## config.mk

```make
export PLATFORM = sky130hd
export DESIGN_NAME = audio_capture_packet_deframer_flat
export DESIGN_NICKNAME = d
export VERILOG_FILES = /design/src/acpd_pkg.sv /design/src/acpd_ifs.sv /design/src/acpd_core.sv /design/src/acpd_result_fifo.sv /design/src/audio_capture_packet_deframer.sv /design/src/flat_wrapper.sv
export VERILOG_INCLUDE_DIRS = /design/src /design/src/src
export SDC_FILE = /design/constraint.sdc
export NUM_CORES = 2
export LEC_CHECK = 0
export BUFFER_PORTS_ARGS = -buffer_cell sky130_fd_sc_hd__buf_2
export CORE_MARGIN = 3
export CORE_UTILIZATION = 45
export CTS_CLUSTER_SIZE = 24
export DETAILED_ROUTE_END_ITERATION = 10
export PLACE_DENSITY = 0.57
export SYNTH_ARGS = -nofsm -noshare
export SYNTH_HDL_FRONTEND = slang
export SYNTH_HIERARCHICAL = 1
export SYNTH_SLANG_ARGS = --single-unit
```

## constraint.sdc

```tcl
create_clock -name clk -period 20.6 [get_ports clk]
set_clock_uncertainty 0.2 [all_clocks]
set_input_delay 0 -clock clk [delete_from_list [all_inputs] [get_ports clk]]
set_output_delay 0 -clock clk [all_outputs]
set_load 0.02 [all_outputs]
```

## src/audio_capture_packet_deframer_macros.svh

```systemverilog
// Assertion helpers shared by the deframer modules.
`ifndef AUDIO_CAPTURE_PACKET_DEFRAMER_MACROS_SVH
`define AUDIO_CAPTURE_PACKET_DEFRAMER_MACROS_SVH

// The consequent must hold in the same cycle as the antecedent.
`define ACPD_ASSERT_IMP(lbl, ck, rn, ante, cons) \
  lbl: assert property (@(posedge ck) disable iff (!(rn)) (ante) |-> (cons)) \
    else $error("deframer assertion failed");

// The consequent must hold in the cycle after the antecedent.
`define ACPD_ASSERT_NXT(lbl, ck, rn, ante, cons) \
  lbl: assert property (@(posedge ck) disable iff (!(rn)) (ante) |=> (cons)) \
    else $error("deframer assertion failed");

`endif

```

## src/acpd_pkg.sv

```systemverilog
package acpd_pkg;

  localparam int HEADER_BYTES = 48;
  localparam int MAX_SAMPLES  = 4096;
  localparam int SAMPLE_W     = 13;
  localparam int POS_W        = 14;
  localparam logic [POS_W-1:0] POS_LIMIT = 14'd16383;

  localparam logic [31:0] MAGIC_WORD      = 32'h4155_4443;
  localparam logic [31:0] CAPTURE_MESSAGE = 32'd1;

  localparam int CFG_IDX_W  = 3;
  localparam int CFG_DATA_W = 32;
  localparam logic [CFG_IDX_W-1:0] CFG_VERSION  = 3'd0;
  localparam logic [CFG_IDX_W-1:0] CFG_RATE     = 3'd1;
  localparam logic [CFG_IDX_W-1:0] CFG_CHANNELS = 3'd2;
  localparam logic [CFG_IDX_W-1:0] CFG_SAMPLES  = 3'd3;
  localparam logic [CFG_IDX_W-1:0] CFG_FLAGMASK = 3'd4;

  localparam logic [15:0]         RST_VERSION  = 16'd1;
  localparam logic [31:0]         RST_RATE     = 32'd48000;
  localparam logic [31:0]         RST_CHANNELS = 32'd1;
  localparam logic [SAMPLE_W-1:0] RST_SAMPLES  = 13'd480;
  localparam logic [31:0]         RST_FLAGMASK = 32'd7;

  localparam logic [1:0] KIND_HEADER = 2'd0;
  localparam logic [1:0] KIND_SAMPLE = 2'd1;
  localparam logic [1:0] KIND_STATUS = 2'd2;

  localparam logic [2:0] ST_OK      = 3'd0;
  localparam logic [2:0] ST_LENGTH  = 3'd1;
  localparam logic [2:0] ST_MAGIC   = 3'd2;
  localparam logic [2:0] ST_VERSION = 3'd3;
  localparam logic [2:0] ST_TYPE    = 3'd4;
  localparam logic [2:0] ST_SIZE    = 3'd5;
  localparam logic [2:0] ST_FORMAT  = 3'd6;
  localparam logic [2:0] ST_FLAGS   = 3'd7;

  localparam int FIFO_DEPTH = 8;
  localparam int PTR_W      = $clog2(FIFO_DEPTH);
  localparam int CNT_W      = $clog2(FIFO_DEPTH + 1);

  typedef struct packed {
    logic [1:0]         item_kind;
    logic [63:0]        sequence_number;
    logic signed [63:0] capture_time;
    logic [31:0]        frame_flags;
    logic signed [15:0] pcm_sample;
    logic [11:0]        sample_index;
    logic [2:0]         status;
  } result_t;

  typedef struct packed {
    logic    a_valid;
    result_t a;
    logic    b_valid;
    result_t b;
  } push_t;

endpackage

```

## src/acpd_ifs.sv

```systemverilog
interface acpd_in_if;
  logic       valid;
  logic       ready;
  logic [7:0] data_byte;
  logic       end_of_packet;

  modport source (output valid, output data_byte, output end_of_packet, input ready);
  modport sink (input valid, input data_byte, input end_of_packet, output ready);
endinterface

interface acpd_out_if;
  logic               valid;
  logic               ready;
  logic [1:0]         item_kind;
  logic [63:0]        sequence_number;
  logic signed [63:0] capture_time;
  logic [31:0]        frame_flags;
  logic signed [15:0] pcm_sample;
  logic [11:0]        sample_index;
  logic [2:0]         status;

  modport source (output valid, output item_kind, output sequence_number,
                  output capture_time, output frame_flags, output pcm_sample,
                  output sample_index, output status, input ready);
  modport sink (input valid, input item_kind, input sequence_number,
                input capture_time, input frame_flags, input pcm_sample,
                input sample_index, input status, output ready);
endinterface

```

## src/acpd_core.sv

```systemverilog
`include "audio_capture_packet_deframer_macros.svh"

module acpd_core (
  input  logic                             clk,
  input  logic                             rst_n,
  input  logic                             cfg_we,
  input  logic [acpd_pkg::CFG_IDX_W-1:0]   cfg_index,
  input  logic [acpd_pkg::CFG_DATA_W-1:0]  cfg_wdata,
  input  logic                             take,
  input  logic [7:0]                       byte_in,
  input  logic                             last_in,
  output logic                             busy,
  output acpd_pkg::push_t                  push
);

  localparam int PW = acpd_pkg::POS_W;
  localparam logic [PW-1:0] POS_MAGIC_END    = PW'(3);
  localparam logic [PW-1:0] POS_VERSION_END  = PW'(5);
  localparam logic [PW-1:0] POS_TYPE_END     = PW'(7);
  localparam logic [PW-1:0] POS_SIZE_END     = PW'(11);
  localparam logic [PW-1:0] POS_FLAGS_END    = PW'(15);
  localparam logic [PW-1:0] POS_SEQ_END      = PW'(23);
  localparam logic [PW-1:0] POS_TIME_END     = PW'(31);
  localparam logic [PW-1:0] POS_RATE_END     = PW'(35);
  localparam logic [PW-1:0] POS_CHANNELS_END = PW'(39);
  localparam logic [PW-1:0] POS_COUNT_END    = PW'(43);
  localparam logic [PW-1:0] POS_HEADER_END   = PW'(acpd_pkg::HEADER_BYTES - 1);
  localparam logic [PW-1:0] POS_BODY         = PW'(acpd_pkg::HEADER_BYTES);

  function automatic logic [2:0] field_lane(input logic [5:0] p);
    logic [5:0] start;
    if (p < 6'd4) start = 6'd0;
    else if (p < 6'd6) start = 6'd4;
    else if (p < 6'd8) start = 6'd6;
    else if (p < 6'd12) start = 6'd8;
    else if (p < 6'd16) start = 6'd12;
    else if (p < 6'd24) start = 6'd16;
    else if (p < 6'd32) start = 6'd24;
    else if (p < 6'd36) start = 6'd32;
    else if (p < 6'd40) start = 6'd36;
    else if (p < 6'd44) start = 6'd40;
    else start = 6'd44;
    return 3'(p - start);
  endfunction

  logic                                stg_valid_r;
  logic [7:0]                          stg_byte_r;
  logic                                stg_last_r;

  logic [15:0]                         exp_version_r;
  logic [31:0]                         exp_rate_r;
  logic [31:0]                         exp_channels_r;
  logic [acpd_pkg::SAMPLE_W-1:0]       frame_samples_r;
  logic [31:0]                         flag_mask_r;

  logic [PW-1:0] pos_r, pos_nxt;
  logic [63:0]   shift_r, shift_nxt;
  logic [63:0]   seq_r, seq_nxt;
  logic [63:0]   time_r, time_nxt;
  logic [31:0]   flags_r, flags_nxt;
  logic [2:0]    err_r, err_nxt;
  logic [7:0]    low_r, low_nxt;

  logic [acpd_pkg::SAMPLE_W-1:0] total;
  logic [PW-1:0]                 len;
  logic [PW-1:0]                 seen;
  logic [PW-1:0]                 off;
  logic [2:0]                    lane;
  logic [63:0]                   shift_v;
  logic [31:0]                   w;
  logic [2:0]                    code;
  logic                          in_header;
  logic                          in_body;
  logic                          finish;

  always_ff @(posedge clk) begin
    if (!rst_n) begin
      stg_valid_r <= 1'b0;
    end else begin
      stg_valid_r <= take;
    end
    if (take) begin
      stg_byte_r <= byte_in;
      stg_last_r <= last_in;
    end
  end

  always_ff @(posedge clk) begin
    if (!rst_n) begin
      exp_version_r   <= acpd_pkg::RST_VERSION;
      exp_rate_r      <= acpd_pkg::RST_RATE;
      exp_channels_r  <= acpd_pkg::RST_CHANNELS;
      frame_samples_r <= acpd_pkg::RST_SAMPLES;
      flag_mask_r     <= acpd_pkg::RST_FLAGMASK;
    end else if (cfg_we) begin
      case (cfg_index)
        acpd_pkg::CFG_VERSION:  exp_version_r   <= cfg_wdata[15:0];
        acpd_pkg::CFG_RATE:     exp_rate_r      <= cfg_wdata;
        acpd_pkg::CFG_CHANNELS: exp_channels_r  <= cfg_wdata;
        acpd_pkg::CFG_SAMPLES:  frame_samples_r <= cfg_wdata[acpd_pkg::SAMPLE_W-1:0];
        acpd_pkg::CFG_FLAGMASK: flag_mask_r     <= cfg_wdata;
        default: ;
      endcase
    end
  end

  always_comb begin
    total = (frame_samples_r > acpd_pkg::SAMPLE_W'(acpd_pkg::MAX_SAMPLES))
          ? acpd_pkg::SAMPLE_W'(acpd_pkg::MAX_SAMPLES) : frame_samples_r;
    len   = POS_BODY + PW'({total, 1'b0});
    seen  = (pos_r < acpd_pkg::POS_LIMIT) ? pos_r + PW'(1) : acpd_pkg::POS_LIMIT;
    off   = pos_r - POS_BODY;
    in_header = pos_r < POS_BODY;
    in_body   = !in_header && (pos_r < len);
    lane    = field_lane(pos_r[5:0]);
    shift_v = shift_r | (64'(stg_byte_r) << {lane, 3'b000});
    w       = shift_v[31:0];

    code   = acpd_pkg::ST_OK;
    finish = 1'b0;
    if (in_header) begin
      case (pos_r)
        POS_MAGIC_END: begin
          finish = 1'b1;
          if (w != acpd_pkg::MAGIC_WORD) code = acpd_pkg::ST_MAGIC;
        end
        POS_VERSION_END: begin
          finish = 1'b1;
          if (w != {16'd0, exp_version_r}) code = acpd_pkg::ST_VERSION;
        end
        POS_TYPE_END: begin
          finish = 1'b1;
          if (w != acpd_pkg::CAPTURE_MESSAGE) code = acpd_pkg::ST_TYPE;
        end
        POS_SIZE_END: begin
          finish = 1'b1;
          if (w != 32'(len)) code = acpd_pkg::ST_SIZE;
        end
        POS_FLAGS_END: begin
          finish = 1'b1;
          if ((w & ~flag_mask_r) != 32'd0) code = acpd_pkg::ST_FLAGS;
        end
        POS_SEQ_END, POS_TIME_END, POS_HEADER_END: begin
          finish = 1'b1;
        end
        POS_RATE_END: begin
          finish = 1'b1;
          if (w != exp_rate_r) code = acpd_pkg::ST_FORMAT;
        end
        POS_CHANNELS_END: begin
          finish = 1'b1;
          if (w != exp_channels_r) code = acpd_pkg::ST_FORMAT;
        end
        POS_COUNT_END: begin
          finish = 1'b1;
          if (w != 32'(total)) code = acpd_pkg::ST_FORMAT;
        end
        default: ;
      endcase
    end

    err_nxt = err_r;
    if (code != acpd_pkg::ST_OK && (err_r == acpd_pkg::ST_OK || code < err_r)) begin
      err_nxt = code;
    end

    shift_nxt = shift_r;
    seq_nxt   = seq_r;
    time_nxt  = time_r;
    flags_nxt = flags_r;
    low_nxt   = low_r;
    if (in_header) begin
      shift_nxt = finish ? 64'd0 : shift_v;
      if (pos_r == POS_FLAGS_END) flags_nxt = w;
      if (pos_r == POS_SEQ_END) seq_nxt = shift_v;
      if (pos_r == POS_TIME_END) time_nxt = shift_v;
    end else if (in_body && !off[0]) begin
      low_nxt = stg_byte_r;
    end
    pos_nxt = seen;

    push = '0;
    if (stg_valid_r) begin
      if (pos_r == POS_HEADER_END) begin
        push.a_valid           = 1'b1;
        push.a.item_kind       = acpd_pkg::KIND_HEADER;
        push.a.sequence_number = seq_r;
        push.a.capture_time    = time_r;
        push.a.frame_flags     = flags_r;
      end else if (in_body && off[0]) begin
        push.a_valid        = 1'b1;
        push.a.item_kind    = acpd_pkg::KIND_SAMPLE;
        push.a.pcm_sample   = {stg_byte_r, low_r};
        push.a.sample_index = off[12:1];
      end
      if (stg_last_r) begin
        push.b_valid     = 1'b1;
        push.b.item_kind = acpd_pkg::KIND_STATUS;
        push.b.status    = (seen != len) ? acpd_pkg::ST_LENGTH : err_nxt;
      end
    end
  end

  always_ff @(posedge clk) begin
    if (!rst_n || (stg_valid_r && stg_last_r)) begin
      pos_r   <= '0;
      shift_r <= '0;
      seq_r   <= '0;
      time_r  <= '0;
      flags_r <= '0;
      err_r   <= acpd_pkg::ST_OK;
      low_r   <= '0;
    end else if (stg_valid_r) begin
      pos_r   <= pos_nxt;
      shift_r <= shift_nxt;
      seq_r   <= seq_nxt;
      time_r  <= time_nxt;
      flags_r <= flags_nxt;
      err_r   <= err_nxt;
      low_r   <= low_nxt;
    end
  end

  assign busy = stg_valid_r;

  `ACPD_ASSERT_NXT(a_packet_restart, clk, rst_n, stg_valid_r && stg_last_r, pos_r == '0 && err_r == acpd_pkg::ST_OK)
  `ACPD_ASSERT_IMP(a_sample_in_body, clk, rst_n, push.a_valid && push.a.item_kind == acpd_pkg::KIND_SAMPLE, pos_r >= POS_BODY && pos_r < len)

endmodule

```

## src/acpd_result_fifo.sv

```systemverilog
`include "audio_capture_packet_deframer_macros.svh"

module acpd_result_fifo (
  input  logic                          clk,
  input  logic                          rst_n,
  input  acpd_pkg::push_t               push,
  input  logic                          out_ready,
  output logic                          out_valid,
  output acpd_pkg::result_t             head,
  output logic [acpd_pkg::CNT_W-1:0]    count
);

  localparam int PTR_W = acpd_pkg::PTR_W;
  localparam int CNT_W = acpd_pkg::CNT_W;

  acpd_pkg::result_t mem_r [acpd_pkg::FIFO_DEPTH];
  logic [PTR_W-1:0]  wr_ptr_r, rd_ptr_r;
  logic [CNT_W-1:0]  count_r, count_nxt;
  logic [PTR_W-1:0]  idx_b;
  logic [CNT_W-1:0]  push_cnt;
  logic              pop;

  always_comb begin
    idx_b     = wr_ptr_r + PTR_W'(push.a_valid);
    push_cnt  = CNT_W'(push.a_valid) + CNT_W'(push.b_valid);
    pop       = (count_r != '0) && out_ready;
    count_nxt = count_r + push_cnt - CNT_W'(pop);
  end

  always_ff @(posedge clk) begin
    if (push.a_valid) mem_r[wr_ptr_r] <= push.a;
    if (push.b_valid) mem_r[idx_b] <= push.b;
  end

  always_ff @(posedge clk) begin
    if (!rst_n) begin
      wr_ptr_r <= '0;
      rd_ptr_r <= '0;
      count_r  <= '0;
    end else begin
      wr_ptr_r <= wr_ptr_r + PTR_W'(push_cnt);
      rd_ptr_r <= rd_ptr_r + PTR_W'(pop);
      count_r  <= count_nxt;
    end
  end

  assign out_valid = count_r != '0;
  assign head      = mem_r[rd_ptr_r];
  assign count     = count_r;

  `ACPD_ASSERT_IMP(a_no_overflow, clk, rst_n, push_cnt != '0, (CNT_W+1)'(count_r) + (CNT_W+1)'(push_cnt) <= (CNT_W+1)'(acpd_pkg::FIFO_DEPTH))
  `ACPD_ASSERT_NXT(a_idle_holds, clk, rst_n, push_cnt == '0 && !pop, $stable(count_r) && $stable(rd_ptr_r))

endmodule

```

## src/audio_capture_packet_deframer.sv

```systemverilog
// A result passes through the input staging register and then the result queue before it is offered.
// Throughput: one byte per cycle while the queue has room; the end status is a second result of the last byte.
// The output channel moves one result per cycle while its ready is high, through an eight-entry result queue.
// Input stalls while the queue could not take two results from each pending byte.
// Synchronous active-low reset clears packet state and the queue and loads register defaults.
module audio_capture_packet_deframer (
  input  logic                            clk,
  input  logic                            rst_n,
  acpd_in_if.sink                         in_chan,
  acpd_out_if.source                      out_chan,
  input  logic                            cfg_we,
  input  logic [acpd_pkg::CFG_IDX_W-1:0]  cfg_index,
  input  logic [acpd_pkg::CFG_DATA_W-1:0] cfg_wdata
);

  localparam int CNT_W = acpd_pkg::CNT_W;

  acpd_pkg::push_t   push;
  acpd_pkg::result_t head;
  logic              busy;
  logic              take;
  logic [CNT_W-1:0]  count;
  logic [CNT_W:0]    committed;

  assign committed     = (CNT_W+1)'(count) + (busy ? (CNT_W+1)'(2) : '0);
  assign in_chan.ready = committed <= (CNT_W+1)'(acpd_pkg::FIFO_DEPTH - 2);
  assign take          = in_chan.valid && in_chan.ready;

  acpd_core u_core (
    .clk       (clk),
    .rst_n     (rst_n),
    .cfg_we    (cfg_we),
    .cfg_index (cfg_index),
    .cfg_wdata (cfg_wdata),
    .take      (take),
    .byte_in   (in_chan.data_byte),
    .last_in   (in_chan.end_of_packet),
    .busy      (busy),
    .push      (push)
  );

  acpd_result_fifo u_fifo (
    .clk       (clk),
    .rst_n     (rst_n),
    .push      (push),
    .out_ready (out_chan.ready),
    .out_valid (out_chan.valid),
    .head      (head),
    .count     (count)
  );

  assign out_chan.item_kind       = head.item_kind;
  assign out_chan.sequence_number = head.sequence_number;
  assign out_chan.capture_time    = head.capture_time;
  assign out_chan.frame_flags     = head.frame_flags;
  assign out_chan.pcm_sample      = head.pcm_sample;
  assign out_chan.sample_index    = head.sample_index;
  assign out_chan.status          = head.status;

endmodule

```

## src/flat_wrapper.sv

```systemverilog
// flat-port wrapper written by rule: the top's interface ports become plain ports
module audio_capture_packet_deframer_flat 
  (clk, rst_n, cfg_we, cfg_index, cfg_wdata, in_chan_valid, in_chan_data_byte, in_chan_end_of_packet, in_chan_ready, out_chan_valid, out_chan_item_kind, out_chan_sequence_number, out_chan_capture_time, out_chan_frame_flags, out_chan_pcm_sample, out_chan_sample_index, out_chan_status, out_chan_ready);
  acpd_in_if in_chan_i ();
  acpd_out_if out_chan_i ();
  input  logic clk;
  input  logic rst_n;
  input  logic cfg_we;
  input  logic [acpd_pkg::CFG_IDX_W-1:0] cfg_index;
  input  logic [acpd_pkg::CFG_DATA_W-1:0] cfg_wdata;
  input wire logic [$bits(in_chan_i.valid)-1:0] in_chan_valid;
  input wire logic [$bits(in_chan_i.data_byte)-1:0] in_chan_data_byte;
  input wire logic [$bits(in_chan_i.end_of_packet)-1:0] in_chan_end_of_packet;
  output wire logic [$bits(in_chan_i.ready)-1:0] in_chan_ready;
  output wire logic [$bits(out_chan_i.valid)-1:0] out_chan_valid;
  output wire logic [$bits(out_chan_i.item_kind)-1:0] out_chan_item_kind;
  output wire logic [$bits(out_chan_i.sequence_number)-1:0] out_chan_sequence_number;
  output wire logic [$bits(out_chan_i.capture_time)-1:0] out_chan_capture_time;
  output wire logic [$bits(out_chan_i.frame_flags)-1:0] out_chan_frame_flags;
  output wire logic [$bits(out_chan_i.pcm_sample)-1:0] out_chan_pcm_sample;
  output wire logic [$bits(out_chan_i.sample_index)-1:0] out_chan_sample_index;
  output wire logic [$bits(out_chan_i.status)-1:0] out_chan_status;
  input wire logic [$bits(out_chan_i.ready)-1:0] out_chan_ready;
  assign in_chan_i.valid = in_chan_valid;
  assign in_chan_i.data_byte = in_chan_data_byte;
  assign in_chan_i.end_of_packet = in_chan_end_of_packet;
  assign in_chan_ready = in_chan_i.ready;
  assign out_chan_valid = out_chan_i.valid;
  assign out_chan_item_kind = out_chan_i.item_kind;
  assign out_chan_sequence_number = out_chan_i.sequence_number;
  assign out_chan_capture_time = out_chan_i.capture_time;
  assign out_chan_frame_flags = out_chan_i.frame_flags;
  assign out_chan_pcm_sample = out_chan_i.pcm_sample;
  assign out_chan_sample_index = out_chan_i.sample_index;
  assign out_chan_status = out_chan_i.status;
  assign out_chan_i.ready = out_chan_ready;
  audio_capture_packet_deframer u_core (.clk(clk), .rst_n(rst_n), .in_chan(in_chan_i), .out_chan(out_chan_i), .cfg_we(cfg_we), .cfg_index(cfg_index), .cfg_wdata(cfg_wdata));
endmodule
```

==> flow_metrics.env <==
export IMPL_grt_pass1_wl_um=422000
export IMPL_p_leak_nw=38.3
export IMPL_antenna_found_initial=35
export IMPL_cp_start_kind="register"
export IMPL_grt_overflow_total=0
export IMPL_period_share_pct=43.3
export IMPL_dieArea_um2=223000
export IMPL_clkLatencyLatePin_ns=0.85
export IMPL_post_route_cells_drive_above_1_share_pct=41.4
export IMPL_hold_end="u_core/u_fifo/rd_ptr_r[0]"
export IMPL_synth_edf_count=1553
export IMPL_tns_ns=0
export IMPL_finalNetCount=6824
export IMPL_reg2reg_slack_ns=11.68
export IMPL_power_w=0.0101
export IMPL_yosysTopAreaCell="edfxtp_1"
export IMPL_viasPerCell=5.94
export IMPL_drt_iter0_markers=5207
export IMPL_cts_tree="yes"
export IMPL_ys_seq_area_share_pct=55.5
export IMPL_synth_area_top_cells="edfxtp_1 48%, mux2_2 18%, mux4_2 8.9%"
export IMPL_cts_buffer_depth=3
export IMPL_netlist_area_um2=97800
export IMPL_worstPathCellList="inv_1 -> nand2_1 -> ha_1 -> nand3b_1 -> nor2_1 -> xor2_1 -> nand2_1 -> ha_1 -> a21oi_1 -> nor2b_1 -> or4b_2 -> o31ai_1 -> ha_1 -> ha_1 -> nand3b_1 -> nor2_4 -> buf_4 -> buf_4 -> buf_4 -> mux2_2"
export IMPL_cp_common_cell="ha_1"
export IMPL_finalCriticalPeriod_ns=8.92
export IMPL_critical_path_max_stage_delay_ns=0.87
export IMPL_post_cts_buffers=0
export IMPL_synthArstFlopShare_pct=0
export IMPL_power_density_nw_per_um2=93.1
export IMPL_syn_to_final_growth_pct=11.3
export IMPL_required_ns=20.97
export IMPL_vias=58100
export IMPL_netlist_instances=6535
export IMPL_synth_top_area_share_pct=47.7
export IMPL_start_util_pct=45.4
export IMPL_min_from="out_chan_ready"
export IMPL_hold_class="in -> reg"
export IMPL_whs_path_depth=5
export IMPL_boundaryPins=244
export IMPL_hpwl_um=164000
export IMPL_cts_root_buf="clkbuf_16"
export IMPL_drt_total_wl_um=288000
export IMPL_r2r_start="u_core/u_core/frame_samples_r[12]"
export IMPL_clkSinkCount=1938
export IMPL_first_global_vias=59500
export IMPL_crit_type="reg -> reg"
export IMPL_dieHeight_um=472
export IMPL_worstSetupEndpointType="register"
export IMPL_first_pass_iters=6
export IMPL_fin_hold_ws_ns=0.0665
export IMPL_mostFrequentLayoutCell="mux2_2"
export IMPL_ys_dominant_reg_cell="edfxtp_1"
export IMPL_path_max_fanout=51
export IMPL_path_clk_slew_ns=0.06
export IMPL_ctsHoldBuffers=105
export IMPL_ys_seq_elements=1938
export IMPL_finalHoldViolations=0
export IMPL_synth_avg_cell_area_um2=15.0
export IMPL_ys_types=87
export IMPL_cts_buffers=210
export IMPL_grt_total_usage_pct=25.4
export IMPL_portBuffers=243
export IMPL_peakVddDrop_mv=0.0928
export IMPL_timing_fmax_mhz=112
export IMPL_gp_congestion=0.895
export IMPL_finalSetupViolCount=0
export IMPL_tightest_slew_ns=1.21
export IMPL_final_cell_mix="1561 x mux2_2, 1553 x edfxtp_1, 386 x mux4_2, 381 x dfxtp_1, 294 x nand2_1"
export IMPL_worstReg2RegEnd="u_core/u_fifo/mem_r[1][77]"
export IMPL_status="complete, no violations"
export IMPL_synth_warnings=6
export IMPL_dpl_cell_area_um2=101000
export IMPL_arrival_ns=9.30
export IMPL_cts_resized=0
export IMPL_grt_max_degree=117
export IMPL_fin_area_um2=109000
export IMPL_dp_cells=9257
export IMPL_drv_slew=0
export IMPL_slew_headroom_pct=19.3
export IMPL_row_count=170
export IMPL_maxCapViolations=0
export IMPL_r2r_cells=20
export IMPL_instances_no_fill=9777
export IMPL_core_area_um2=215000
export IMPL_fp_dieW_um=472
export IMPL_slowest_stage="buf_4"
export IMPL_wl_per_cell_um=29.4
export IMPL_htreeDepth=4
export IMPL_rsz0062_at_grt="false"
export IMPL_drc_errors=0
export IMPL_ant_nets=0
## cell usage after synthesis (9+ instances only)
library cell     n
mux2_2        1561
edfxtp_1      1553
mux4_2         386
dfxtp_1        385
nand2_1        298
nor2_1         286
clkbuf_1       247
buf_4          198
buf_2          196
and3_1         181
a211oi_1       163
mux2_4         159
a21boi_0       110
a21oi_1        102
xnor2_1         93
nor3_1          52
and2_1          47
inv_1           47
nand3_1         41
xor2_1          38
ha_1            37
nor4_1          30
buf_6           23
o21ai_0         20
buf_1           19
nand4_1         19
mux2_1          18
a31oi_1         17
nor2b_1         17
o22ai_1         17
mux2i_1         15
nand2b_1        15
o31ai_1         13
a41oi_2         12
a31oi_2          9
## through the flow
step	utilization (%)	setup WS, ns
6_report	50.5	11.68
5_1_grt	50.5	11.25
4_1_cts	50.5	11.66
3_5_place_dp	46.9	11.69
3_3_place_gp	46.9	11.72
2_1_floorplan	-	1.82
## final cells by class
class	count	area, um2
multi-input cells	4059	40600
diodes	22	55.1
clock buffers	278	5790
clock inverters	115	1020
flip-flops and latches	1938	54400
fillers	18300	107000
inverters	47	176
well taps	2838	3550
repair buffers	480	3400
## worst max path at each step
stage	from	endpoint	slack [ns]	depth (start not counted)
after floorplan	u_core/u_core/frame_samples_r[12]	u_core/u_fifo/mem_r[2][0]	1.82	16
after CTS	u_core/u_core/frame_samples_r[12]	u_core/u_fifo/mem_r[1][77]	11.66	20
after global routing	u_core/u_core/frame_samples_r[12]	u_core/u_fifo/mem_r[1][91]	11.25	20
after global placement	u_core/u_core/frame_samples_r[12]	u_core/u_fifo/mem_r[1][93]	11.72	20
final	u_core/u_core/frame_samples_r[12]	u_core/u_fifo/mem_r[1][77]	11.68	20
after detailed placement	u_core/u_core/frame_samples_r[12]	u_core/u_fifo/mem_r[1][150]	11.69	20
## sequential cells by signal (all words and copies together), names as in the netlist, 4 cells and up
name and count:
u_core/u_core/time_r 64, u_core/u_core/seq_r 64, u_core/u_core/flags_r 32, u_core/u_core/frame_samples_r 13, u_core/u_core/stg_byte_r 8, u_core/u_fifo/count 4, u_core/u_core/flag_mask_r 32, u_core/u_core/pos_r 14
u_core/u_fifo/mem_r 1544, u_core/u_core/exp_version_r 16, u_core/u_core/low_r 8, u_core/u_core/exp_rate_r 32, u_core/u_core/shift_r 64, u_core/u_core/exp_channels_r 32
## worst max-delay path, delay by kind of cell (launching register included)
| kind | cells | cell delay (ns) |
|---|---|---|
| AO/OA/AOI/OAI | 2 | 0.66 |
| XOR/XNOR | 1 | 0.15 |
| adder cells (fa/ha/maj) | 4 | 1.06 |
| buffers and inverters | 4 | 2.79 |
| flip-flops | 1 | 0.72 |
| multiplexers | 1 | 0.41 |
| AND/OR/NAND/NOR | 8 | 2.52 |
## per-layer routing
| layer | routed length (um) | track usage [%] | share of wire, % | vias to the layer above |
|---|---|---|---|---|
| met3 | 15700 | 3.61 | 5.5 | 368 |
| met1 | 129000 | 36.1 | 45 | 30500 |
| met4 | 6030 | 5.89 | 2.1 | 10 |
| li1 | - | - | - | 25400 |
| met5 | 72 | 0 | 0.025 | - |
| met2 | 137000 | 41.4 | 48 | 1772 |
## power by group
part / internal, W / switching (W)
clock: 0.00217 / 0.00159
sequential: 0.00425 / 0.0000529
combinational: 0.000882 / 0.00120
total: 0.00730 / 0.00284
## cells by family after synthesis
family,count (synthesis),synth area share [%]
mux,2139,29.7
flops,1938,55.5
simple gates,1025,5.02
buf+inv,730,3.99
compound gates,529,4.06
xor+xnor,134,1.22
fa+ha+maj,39,0.514
other cells,1,0.00383
Note: power is estimated with default switching activity, not from simulation.
